==> config.mk <==
export PLATFORM = sky130hd
export DESIGN_NAME = selm_ctrl
export DESIGN_NICKNAME = d
export VERILOG_FILES = /design/src/design/selm_pkg.sv /design/src/design/selm_ctrl.sv
export SDC_FILE = /design/constraint.sdc
export NUM_CORES = 1
export LEC_CHECK = 0
export ABC_AREA = 0
export BUFFER_PORTS_ARGS = -buffer_cell sky130_fd_sc_hd__buf_2
export CORE_AREA = 5 5 42 44
export CTS_CLUSTER_DIAMETER = 150
export DETAILED_ROUTE_END_ITERATION = 10
export DIE_AREA = 0 0 47 49
export GPL_TIMING_DRIVEN = 0
export PLACE_DENSITY = 0.61
export SYNTH_ARGS = -nofsm -noshare
export SYNTH_HDL_FRONTEND = slang
export SYNTH_SLANG_ARGS = --single-unit
==> constraint.sdc <==
create_clock -name i_clk -period 2.5 [get_ports i_clk]
set_clock_uncertainty 0.1 [all_clocks]
set_input_delay 0.25 -clock i_clk [delete_from_list [all_inputs] [get_ports i_clk]]
set_output_delay 0.25 -clock i_clk [all_outputs]
set_load 0.02 [all_outputs]
==> src/design/selm_pkg.sv <==
// Shared types, codes and defaults for the shared/exclusive lock manager.
// No dependencies; selm_ctrl, selm_dp and the top level import this package.
package selm_pkg;

    localparam int NUM_KEYS_DEF    = 256;
    localparam int QUEUE_DEPTH_DEF = 16;
    localparam int NUM_TXNS_DEF    = 64;

    localparam int OP_W     = 2;
    localparam int TXN_IN_W = 6;
    localparam int KEY_IN_W = 8;
    localparam int ENT_W    = TXN_IN_W + 1;   // exclusive flag over txn id
    localparam int WAIT_W   = 8;
    localparam int KIND_W   = 2;
    localparam int MODE_W   = 2;

    localparam logic [WAIT_W-1:0] WAIT_MAX = '1;

    typedef enum logic [OP_W-1:0] {
        OP_WLOCK   = 2'd0,
        OP_RLOCK   = 2'd1,
        OP_RELEASE = 2'd2,
        OP_STATUS  = 2'd3
    } t_op;

    typedef enum logic [KIND_W-1:0] {
        K_REPLY = 2'd0,
        K_READY = 2'd1,
        K_OWNER = 2'd2
    } t_kind;

    typedef enum logic [MODE_W-1:0] {
        M_NONE   = 2'd0,
        M_SHARED = 2'd1,
        M_EXCL   = 2'd2
    } t_mode;

    typedef enum logic [3:0] {
        S_CLEAR,
        S_IDLE,
        S_REDUCE,
        S_CNT_RD,
        S_LOAD,
        S_SCAN_RD,
        S_SCAN_PR,
        S_DECIDE,
        S_G_RD,
        S_G_WR,
        S_FIN
    } t_state;

    typedef struct packed {
        logic clr;
        logic latch;
        logic reduce;
        logic rd_cnt;
        logic load;
        logic scan_pr;
        logic decide;
        logic g_rd;
        logic g_skip;
        logic g_wr;
        logic fin;
    } t_cmd;

    typedef struct packed {
        logic clr_done;
        logic red_done;
        logic scan_done;
        logic g_done;
        logic g_elig;
    } t_sts;

    typedef struct packed {
        t_kind               kind;
        logic                granted;
        logic [TXN_IN_W-1:0] txn;
        logic                ov;
        t_mode               mode;
        logic                err;
    } t_res;

endpackage

==> src/design/selm_ctrl.sv <==
// Sequencer for the lock manager: one state per step of an operation.
// Depends on selm_pkg (state enum, command and status structs).
module selm_ctrl (
    input  logic          i_clk,
    input  logic          i_rst_n,
    input  logic          start,
    input  selm_pkg::t_sts i_sts,
    output selm_pkg::t_cmd o_cmd,
    output logic          busy
);
    import selm_pkg::*;

    t_state r_state, n_state;

    always_ff @(posedge i_clk) begin
        if (!i_rst_n) begin
            r_state <= S_CLEAR;
        end else begin
            r_state <= n_state;
        end
    end

    always_comb begin
        n_state = r_state;
        o_cmd   = '0;
        unique case (r_state)
            S_CLEAR: begin
                o_cmd.clr = 1'b1;
                if (i_sts.clr_done) n_state = S_IDLE;
            end
            S_IDLE: begin
                if (start) begin
                    o_cmd.latch = 1'b1;
                    n_state     = S_REDUCE;
                end
            end
            S_REDUCE: begin
                if (i_sts.red_done) n_state = S_CNT_RD;
                else o_cmd.reduce = 1'b1;
            end
            S_CNT_RD: begin
                o_cmd.rd_cnt = 1'b1;
                n_state      = S_LOAD;
            end
            S_LOAD: begin
                o_cmd.load = 1'b1;
                n_state    = S_SCAN_RD;
            end
            S_SCAN_RD: begin
                n_state = i_sts.scan_done ? S_DECIDE : S_SCAN_PR;
            end
            S_SCAN_PR: begin
                o_cmd.scan_pr = 1'b1;
                n_state       = S_SCAN_RD;
            end
            S_DECIDE: begin
                o_cmd.decide = 1'b1;
                n_state      = S_G_RD;
            end
            S_G_RD: begin
                o_cmd.g_rd = 1'b1;
                if (i_sts.g_done) n_state = S_FIN;
                else if (i_sts.g_elig) n_state = S_G_WR;
                else o_cmd.g_skip = 1'b1;
            end
            S_G_WR: begin
                o_cmd.g_wr = 1'b1;
                n_state    = S_G_RD;
            end
            S_FIN: begin
                o_cmd.fin = 1'b1;
                n_state   = S_IDLE;
            end
            default: n_state = S_CLEAR;
        endcase
    end

    assign busy = (r_state != S_IDLE);
endmodule

* After elaboration in Yosys (flattened, before gate mapping) *
Cells that the tools add are included.

storage, ports and cells
  register bits after elaboration = 4
  input bits = 8
  output and inout port bits = 12
  logic and storage cells = 41

cells by class
  eq/ne operators = 15
  mux-type cells = 21
  reduce and logical (&&, ||, !) cells = 4

operators with widths
  operator                                        number
  case mux 4 bit (9 select lines)                 1
  2-to-1 mux 4 bit                                5
  == test 4 x 3 -> 1 bit (second input constant)  4
  2-to-1 mux 1 bit                                14
  == test 4 bit (second input constant)           3
  == test 4 x 2 -> 1 bit (second input constant)  2
  != test 2 bit (second input constant)           3
  == test 4 x 1 -> 1 bit (second input constant)  1
  zero test 4 bit                                 1
  != test 4 x 1 -> 1 bit (second input constant)  1
  AND reduction 4 bit                             1
  OR reduction 2 bit                              2
  != test 3 bit (second input constant)           1
  2-to-1 mux 2 bit                                1

* Longest topological paths before layout *
  depth in word-level cells = 3
  gate-level depth with buffers = 5
  mapped depth without buffers = 4

* Worst setup path before layout *
OpenSTA, ideal clock, no wires.

  path kind = register to output
  start point = reg r_state[2]
  end point = out o_cmd[10] (netlist name)
  arrival time = 1.209 ns
  required time = 2.150 ns
  slack = 0.941 ns
  cell stages (with the launch flop) = 3
  path buffers = 1
  path through = dfxtp_1 -> buf_4 -> nor4_1

RTL lines
  element                 RTL line         RTL
  from (decl)             selm_ctrl.sv:13  t_state r_state, n_state;
  from (signal assigned)  selm_ctrl.sv:19  r_state <= n_state;
  to (decl)               selm_ctrl.sv:8   output selm_pkg::t_cmd o_cmd,

==> implementation parameters <==
Parameter                              Value

STA
  Final hold vios ... 0
  Final worst-path cycle share ... 0.651
  Transition time of the tightest slew-check pin ... 256 ps
  Crit path time final ... 1630 ps
  Final WS setup ... 873 ps
  Maximum clock frequency ... 0.614 GHz
  Remaining max-slew budget at the tightest pin ... 0.829
  Final max-slew violation count ... 0
  Setup repair after global routing missed its margin ... no
  Total negative slack ... 0 ps
  Final count of negative-setup-slack endpoints ... 0

Power and ir drop
  Pwr per Cell Area ... 561 nW/um^2
  Total power draw ... 0.296 mW
  Leakage power figure ... 0.245 nW
  Highest ir drop seen on vdd ... 0.175 mV

Synth
  Top area cells in the synthesized netlist ... dfxtp_1 (21%), nor2_1 (8.7%), nand2b_1 (6.4%)
  Number of different library cells in the post-synthesis netlist ... 26
  Cell type with the largest total area after synthesis ... dfxtp_1
  Proportion of synthesized chip area in sequential cells ... 0.205
  Async set-or-reset flop fraction in the synthesized netlist ... 0
  Predominant post-synthesis flop cell ... dfxtp_1
  Mean cell area of the mapped netlist ... 8.31 sq um
  Number of synthesized register bits ... 4
  Most common cell in the netlist ... nor2_1
  Number of nets produced by synthesis ... 55
  Number of warning messages in the yosys log ... 0
  Fraction of post-synthesis cell area in the top cell type by area ... 0.205
  Area of the mapped netlist ... 390 sq um
  Number of flops mapped to enable cells by yosys ... 0
  Leading cell types by count after synthesis ... nor2_1 (9), dfxtp_1 (4), nand2b_1 (4), nor3_1 (4)
  Synthesized instance count ... 47

Global routing
  Antenna violations before repair ... 0
  Largest net degree at the start of global routing ... 11
  Vias in the first global route ... 369
  GRT Overall Usage ... 0.0931
  Remaining Overflow, GRT ... 0
  Wire length of the first global-routing pass ... 1540 um

Place
  PortBufs ... 19
  Half-perimeter wire length after placement ... 739 um
  Post-Place Worst Slack ... 1110 ps
  Final RePlAce weighted congestion ... 0.746

Setup path
  Register-to-Register Setup Slack ... 1200 ps
  CP Buf/Inv Count ... 2
  Startpoint type of the worst setup path ... register
  Crit path kind ... register to output pin
  Worst setup EP type ... output pin
  Cell family with most CP delay ... flip-flops
  Cell with the largest stage delay on the worst path ... dfxtp_1
  Highest net fanout along the worst path ... 10
  Worst stage delay on the critical path ... 390 ps
  Data required time at the worst endpoint ... 2150 ps
  Cells along the critical path ... buf_6 -> or2b_1 -> nor2_1 -> buf_2
  Critical path data arrival time ... 1280 ps

Run
  Total of max-cap violations ... 0

Die
  Die X ... 47 um
  Die Outline Area ... 2300 sq um
  Effective utilization at floorplan ... 0.279
  Height of the die ... 49 um
  Core Region ... 1400 sq um
  # IOs ... 20
  Number of rows created at floorplan ... 14

Drt
  Average wire per cell in the routed design ... 11.3 um
  Iteration-0 DRC count of the detailed router ... 4
  1st-pass router iterations ... 3
  Total detailed-routing wirelength ... 957 um
  Post-route DRC violation count ... 0
  Routed vias ... 378
  Antenna-violating nets left ... 0
  Vias per cell ... 4.45

Status
  Run status ... finished, final reports clean

Layout
  Net count of the finished layout ... 79
  Fraction of layout cells with a size suffix above 1 ... 0.478
  Total of fill cells in the finished design ... 159
  Registers with the most flip-flops ... r_state: 4 flops
  Number of antenna diodes ... 0
  Syn-to-layout area delta ... 35.3%
  Max FFs per register ... 4
  Area of all sequential standard cells ... 80.1 sq um
  Most flops, register ... r_state
  Area of the multi-input gates ... 273 sq um

Clocking
  Root buffer cell ... clkbuf_4
  Clock sinks ... 4
  Count of cells resized by post-cts repair ... 0
  H-tree depth ... 1
  Max Buffers Root-to-Sink ... 2
  Number of setup buffers added after CTS ... 0
  Clock Latency Late Sink ... 230 ps
  CTS tree ... built
  Clock-pin slew on the worst setup and hold paths ... 40 ps
  Total clock buffers created by CTS ... 3
  Hold-fix buffers at CTS ... 0

Hold path
  HP Class ... input port to register
-- cells by family (layout without fill, tap and decap cells) --
| kind of cell | after synthesis | after routing | synth area share |
|---|---|---|---|
| AO/OA/AOI/OAI | 5 | 5 | 0.112 |
| XOR/XNOR | 1 | 1 | 0.0224 |
| buffers and inverters | 4 | 26 | 0.0961 |
| flip-flops | 4 | 4 | 0.205 |
| multiplexers | 2 | 2 | 0.0513 |
| AND/OR/NAND/NOR | 31 | 31 | 0.513 |
-- cell type report --
cell class	instances	share of cell area
Sequential cell	4	0.152
Clock buffer	3	0.0427
Buffer	4	0.0711
Timing Repair Buffer	19	0.180
Multi-Input combinational cell	39	0.517
Tap cell	16	0.0379
-- path summary, 6_finish.rpt --
path,cells past startpoint,start,endpoint
worst max-delay path,4,r_state[0]$_SDFFE_PN0P_,o_cmd[1]
worst min-delay path,2,i_rst_n,r_state[3]$_SDFFE_PN0P_
worst max register to register,5,r_state[0]$_SDFFE_PN0P_,r_state[0]$_SDFFE_PN0P_
worst min register to register,2,r_state[3]$_SDFFE_PN0P_,r_state[2]$_SDFFE_PN0P_
-- metrics by stage --
step,instances,utilization,hold WS (ps),instance area [sq um]
after floorplan,47,-,268,390
after global placement,82,0.361,436,505
after detailed placement,82,0.361,426,505
after CTS,85,0.377,187,528
after global routing,85,0.377,193,528
final,85,0.377,198,528
-- per-layer routing --
layer	routed length [um]	global-route usage	share of wire	vias to the layer above
met5	0	0	0	-
met1	455	0.119	0.48	157
met3	78	0.0332	0.082	0
met4	0	0.0415	0	0
li1	-	-	-	207
met2	423	0.136	0.44	14
-- layout by cell type, fill, tap and decap left out, drive strengths merged --
cell type | Yosys | routed
o31ai | 1 | 1
and2 | 1 | 1
o21ai | 1 | 1
buf | 4 | 23
nor4 | 2 | 2
dfxtp | 4 | 4
clkbuf | 0 | 3
xor2 | 1 | 1
or2b | 1 | 1
nor4b | 1 | 1
a22oi | 1 | 1
nor3b | 1 | 1
nor2 | 9 | 9
o32a | 1 | 1
nor2b | 2 | 2
nor3 | 5 | 5
nand2b | 4 | 4
o21a | 1 | 1
mux2i | 2 | 2
and3 | 1 | 1
nand3b | 1 | 1
nand2 | 3 | 3
-- where the power goes --
group / internal, mW / switching [mW] / leakage (nW)
combinational: 0.0614 / 0.0751 / 0.198
clock: 0.0536 / 0.0255 / 0.0138
sequential: 0.0713 / 0.00905 / 0.0326
total: 0.186 / 0.110 / 0.245
Power figures use the tool's default switching activity.
